<file path="src/rtl/cpt_pkg.sv">
// Shared types and widths for the closest-point-on-triangle pipeline.
// No dependencies; used by cpt_mul and closest_point_on_triangle.
`default_nettype none

package cpt_pkg;

	// coordinate format
	localparam int CPT_COORD_W   = 32;
	localparam int CPT_FRAC_BITS = 16;

	// limb width of the split multipliers
	localparam int CPT_LIMB_W = 32;

	// internal widths, all exact
	localparam int CPT_DIFF_W = CPT_COORD_W + 1;
	localparam int CPT_DOT_W  = 2 * CPT_DIFF_W + 2;
	localparam int CPT_VOL_W  = 2 * CPT_DOT_W + 1;
	localparam int CPT_DIV_W  = CPT_VOL_W + 2;

	typedef logic signed [CPT_COORD_W-1:0] coord_t;
	typedef logic signed [CPT_DIFF_W-1:0]  diff_t;
	typedef logic signed [CPT_DOT_W-1:0]   dot_t;
	typedef logic signed [CPT_VOL_W-1:0]   vol_t;

	typedef struct packed {
		coord_t query_x;
		coord_t query_y;
		coord_t query_z;
		coord_t vert_a_x;
		coord_t vert_a_y;
		coord_t vert_a_z;
		coord_t vert_b_x;
		coord_t vert_b_y;
		coord_t vert_b_z;
		coord_t vert_c_x;
		coord_t vert_c_y;
		coord_t vert_c_z;
	} req_t;

	typedef struct packed {
		coord_t     near_x;
		coord_t     near_y;
		coord_t     near_z;
		logic [2:0] region;
	} rsp_t;

	typedef struct packed {
		coord_t x;
		coord_t y;
		coord_t z;
	} point_t;

	typedef struct packed {
		diff_t x;
		diff_t y;
		diff_t z;
	} edge_t;

	typedef enum logic [2:0] {
		REG_A    = 3'd0,
		REG_B    = 3'd1,
		REG_C    = 3'd2,
		REG_AB   = 3'd3,
		REG_AC   = 3'd4,
		REG_BC   = 3'd5,
		REG_FACE = 3'd6
	} region_t;

endpackage

`default_nettype wire

</file>
<file path="src/rtl/cpt_mul.sv">
// Two-stage signed multiplier built from limb partial products.
// Depends on cpt_pkg for the limb width.
`default_nettype none

module cpt_mul #(
	parameter int A_W = 33,
	parameter int B_W = 33
) (
	input  wire logic                   clk,
	input  wire logic                   en,
	input  wire logic signed [A_W-1:0]  a,
	input  wire logic signed [B_W-1:0]  b,
	output logic signed [A_W+B_W-1:0]   p
);
	import cpt_pkg::*;

	localparam int NA    = (A_W + CPT_LIMB_W - 1) / CPT_LIMB_W;
	localparam int NB    = (B_W + CPT_LIMB_W - 1) / CPT_LIMB_W;
	localparam int AX_W  = NA * CPT_LIMB_W;
	localparam int BX_W  = NB * CPT_LIMB_W;
	localparam int PP_W  = 2 * CPT_LIMB_W + 2;
	localparam int SUM_W = AX_W + BX_W + 2;

	logic signed [AX_W-1:0]       ax;
	logic signed [BX_W-1:0]       bx;
	logic signed [CPT_LIMB_W:0]   la [NA];
	logic signed [CPT_LIMB_W:0]   lb [NB];
	logic signed [PP_W-1:0]       pp_s1 [NA][NB];
	logic signed [SUM_W-1:0]      acc;
	logic signed [A_W+B_W-1:0]    p_s2;

	assign ax = AX_W'(a);
	assign bx = BX_W'(b);

	// lower limbs unsigned, top limb carries the sign
	always_comb begin
		for (int i = 0; i < NA; i++) begin
			if (i == NA - 1)
				la[i] = $signed({ax[AX_W-1], ax[i*CPT_LIMB_W +: CPT_LIMB_W]});
			else
				la[i] = $signed({1'b0, ax[i*CPT_LIMB_W +: CPT_LIMB_W]});
		end
		for (int j = 0; j < NB; j++) begin
			if (j == NB - 1)
				lb[j] = $signed({bx[BX_W-1], bx[j*CPT_LIMB_W +: CPT_LIMB_W]});
			else
				lb[j] = $signed({1'b0, bx[j*CPT_LIMB_W +: CPT_LIMB_W]});
		end
	end

	// stage 1: partial products
	always_ff @(posedge clk) begin
		if (en) begin
			for (int i = 0; i < NA; i++)
				for (int j = 0; j < NB; j++)
					pp_s1[i][j] <= la[i] * lb[j];
		end
	end

	// stage 2: weighted sum of the partial products
	always_comb begin
		acc = '0;
		for (int i = 0; i < NA; i++)
			for (int j = 0; j < NB; j++)
				acc = acc + (SUM_W'(pp_s1[i][j]) <<< (CPT_LIMB_W * (i + j)));
	end

	always_ff @(posedge clk) begin
		if (en) begin
			p_s2 <= acc[A_W+B_W-1:0];
		end
	end

	assign p = p_s2;

endmodule

`default_nettype wire

</file>
<file path="config.mk">
export PLATFORM = sky130hd
export DESIGN_NAME = cpt_mul
export DESIGN_NICKNAME = d
export VERILOG_FILES = /design/src/rtl/cpt_pkg.sv /design/src/rtl/cpt_mul.sv
export SDC_FILE = /design/constraint.sdc
export NUM_CORES = 2
export LEC_CHECK = 0
export ABC_AREA = 1
export BUFFER_PORTS_ARGS = -buffer_cell sky130_fd_sc_hd__buf_2
export CAP_MARGIN = 20
export CORE_ASPECT_RATIO = 0.5
export CORE_UTILIZATION = 34
export CTS_CLUSTER_SIZE = 20
export DETAILED_ROUTE_END_ITERATION = 10
export PLACE_DENSITY_LB_ADDON = 0.2
export SLEW_MARGIN = 20
export SYNTH_ARGS = -nofsm -noshare
export SYNTH_HDL_FRONTEND = slang
export SYNTH_SLANG_ARGS = --single-unit
</file>
<file path="constraint.sdc">
create_clock -name clk -period 5.75 [get_ports clk]
set_clock_uncertainty 0.15 [all_clocks]
set_input_delay 0 -clock clk [delete_from_list [all_inputs] [get_ports clk]]
set_output_delay 0 -clock clk [all_outputs]
set_load 0.02 [all_outputs]
</file>
After elaboration in Yosys (flattened, before gate mapping)
Memory sizes are Yosys's and may differ from the RTL's.
Cells that the tools add are included.
{"block": "word_totals", "wordCells": 11, "memories": 1, "output_inout_bits": 66, "in_bits": 68, "ff_bits": 66, "mem_bits_rw": 264}
{"name": "pp_s1", "depth": 2, "width": 132, "rd": 2, "rd_ports_with_merged_regs": 0, "write_ports": 2, "line_no": "cpt_mul.sv:28", "source": "logic signed [PP_W-1:0] pp_s1 [NA][NB];"}
{"block": "classes", "muxes": 2, "multipliers": 4, "add_sub_neg": 3}
{"cell": "66-bit adder", "n": 3}
{"cell": "32-bit by 32-bit multiplier with 64-bit output", "n": 1}
{"cell": "1-bit by 33-bit multiplier with 34-bit output", "n": 1}
{"cell": "33-bit by 1-bit multiplier with 34-bit output", "n": 1}
{"cell": "1-bit by 1-bit multiplier with 2-bit output", "n": 1}
{"cell": "1-bit 2-to-1 mux", "n": 2}

Longest topological paths before layout
An unclocked memory read counts as a cell.
{"block": "logic_depth", "depth_word": 4, "ltp_mapped": 31, "mapped_depth_nobuf": 29}

Worst setup path after synthesis
OpenSTA, ideal clock, no wires.
{"block": "synth_path", "kind": "input -> register", "start": "input port a[25]", "end": "memory pp_s1[0][126] in the netlist's numbering (data pin)", "setup_time_ps": 252, "arrival_ps": 5930, "path_stages": 27, "slack_ps": -583, "path_buffers": 2, "required_ps": 5348, "cell_sequence": "clkbuf_1 clkbuf_1 nand2_1 inv_1 fa_1 fa_1 inv_1 fa_1 fa_1 inv_1 fa_1 fa_1 fa_1 inv_1 fa_1 inv_1 ha_1 nand2_1 inv_1 a21oi_1 nand2_1 nand2_1 nand2_1 a21oi_1 nand2_1 nand2_1 nand2_1"}
{"item": "from (decl)", "line_no": "cpt_mul.sv:11", "source": "input wire logic signed [A_W-1:0] a,"}
{"item": "to (decl)", "line_no": "cpt_mul.sv:28"}

==> results.toml <==
[synth]
synth_top_cells_by_area = "fa_1, inv_1, nand2_1"
synthCells = 6030
ys_warn_count = 0
synthTopCellsByCount = "inv_1, nand2_1, fa_1"
postSynthAreaPerCell_um2 = 7.80
synthesized_net_count = 7325
synth_edf_count = 200
postSynth.asyncResetShare = 0
synth_largest_area_cell = "fa_1"
sequential_fraction_of_the_synthesis_area = 0.128
ys_seq_elements = 200
post-synth-top-count-cell = "inv_1"
synth-main-ff-cell = "edfxtp_1"
mappedNetlistArea_mm2 = 0.0470
yosysTopAreaCellShare = 0.396
synthDistinctLibCells = 38

[status]
outcome = "finished with violations"
violations = "setup timing"

[cells_and_area]
final_core_util = 0.436
flow.area_growth_from_synthesis_pct = 27.1
final_layout_size_suffix_gt1_frac = 0.228
design_area_mm2 = 0.0597
nNetsFinal = 7852

[route]
drc_errors = 0
postRouteAntennaNets = 0
drt-met1-wl_um = 78100
viasPerCell = 4.58
met3RoutedLength_um = 9760
wl_met2_um = 74700
drt-total-wl_um = 166000
top_signal_layer_used = "met4"
detail_route.first_pass.iterations = 6
drt_iter0_markers = 2913
vias = 38600
post_drt_wl_per_cell_um = 19.7

[global_routing]
globalRouteOverflowTotal = 0
grt_pass1_wl_um = 251000
first_global_vias = 40100
grt_antenna_before_repair = 3
grt_max_degree = 134
all_layer_gr_usage = 0.242

[worst_hold_path]
hold-path-cell-count = 4
min_path_type = "in -> reg"
timing.hold.worst.start = "a[16]"
min_delay_worst_endpoint = "pp_s1[0][16]"

[sta]
number_of_endpoints_with_negative_hold_slack_in_the_final_report = 0
timing.fmax_mhz = 164
final_min_period_over_clock_period = 1.06
finalSetupViolations = 45
final-max-slew-violation-count = 0
rsz0062_at_grt = "true"
finalHoldWorstSlack_ps = 37.7
slew-limit-headroom = 0.411
tightest_slew_ps = 883
period_minus_slack_ps = 6080
postLayoutSetupSlackWorst_ps = -329

[clock_network]
clkLatencyLatePin_ps = 530
clk_transition_reported_paths_ps = 100
clock_sinks = 200
cell_chosen_for_the_clock_root = "clkbuf_16"
cts.htree.levels = 4
clock_path_buffers = 2
cts_buffers = 17
tritoncts = "built"

[die]
fp-row-count = 96
top_level_ports = 134
height_of_the_die_um = 265
die_area_mm2 = 0.140
dieWidth_um = 528
core_area_mm2 = 0.137
start_util = 0.343

[placement]
gp_routability_congestion = 0.952
portBuffers = 133
dp_hpwl_um = 138000
placement.cell_area_mm2 = 0.0546

[worst_setup_path]
worstSetupEndpointType = "flop"
critical_path_peak_fanout = 8
cpMostUsedCell = "fa_1"
startpoint_class = "input pin"
critical_path.top_delay_family = "adder cells"
biggest_cell_delay_along_the_critical_path_ps = 570
timing.critical_path.arrival_ps = 6220
critical-path-slowest-cell = "fa_1"
worst-r2r-cell-count = 9
cp_num_buf_inv = 8
timing.critical_path.required_ps = 5890
worst_r2r_startpoint = "pp_s1[0][118]"
timing.rr.end = "p[53]"
path_class = "in -> reg"
ff2ff_setup_slack_ps = 2450

[run]
maxCapViolCount = 0
## cells by family after synthesis
family	share of synthesized area
and+or+nand+nor	0.191
buffers and inverters	0.169
adders and majority gates	0.475
DFF	0.128
AOI/OAI and AO/OA	0.0158
xor gates and xnor gates	0.0214
other	0.0000798
## metal layers
layer  global-route usage  up-vias
li1                     -    18000
met1                0.349    19400
met2                0.387     1008
met3               0.0299      151
met4               0.0551        0
met5                    0        -
## sequential cells by signal, indices dropped and copies added, names as in the netlist
register,count
pp_s1,134
p,66
## cell type report
type	instances	area, um^2
diodes	2	5.00
clock buffers	18	429
clock inverters	14	203
fillers	13900	77400
inverters	1844	6950
multi-input cells	3723	36000
flip-flops and latches	200	6010
well taps	1862	2330
repair buffers	771	7770
## repair_timing
action | CTS | global route
pin swaps | 242 | 253
setup buffers | 55 | 31
gates resized for setup | 541 | 440
gates cloned | 10 | 4
endpoints found under the hold margin | 78 | 0
hold buffers | 3 | 0
setup endpoints to repair | 52 | 53
## worst min-delay path, cell delays in order
cell	delay, ps
buf_16	100
buf_8	190
nor2_4	80
xor2_1	180
## stage by stage
step	worst slack, ps	instances	TNS, ps
6_report	-329	8434	-7580
3_5_place_dp	-1230	8317	-54590
3_3_place_gp	-1230	8317	-53670
5_1_grt	-463	8432	-14830
2_1_floorplan	-233	6030	-5590
4_1_cts	-221	8403	-4650
## worst max-delay path by stage
stage,end,slack [ps],start,depth (start not counted)
3_3_place_gp,pp_s1[0][128],-1230,a[17],26
2_1_floorplan,pp_s1[0][116],-230,a[10],26
5_1_grt,pp_s1[0][120],-460,a[14],26
6_report,pp_s1[0][120],-330,a[14],26
3_5_place_dp,pp_s1[0][128],-1230,a[17],26
4_1_cts,pp_s1[0][117],-220,a[14],28
## cell usage in the layout (no fill, tap or decap), types with 119 or more instances in the layout
master | synthesis | layout
nand2_1 | 1765 | 1539
fa_1 | 930 | 849
nor2_1 | 216 | 145
buf_6 | 2 | 119
ha_1 | 297 | 246
edfxtp_1 | 200 | 200
nand2_2 | 7 | 156
inv_1 | 1835 | 1705
inv_2 | 8 | 126
buf_4 | 3 | 435
Power is not shown: default switching activity piles up to over one toggle a cycle in this logic, so the estimate is an artifact.
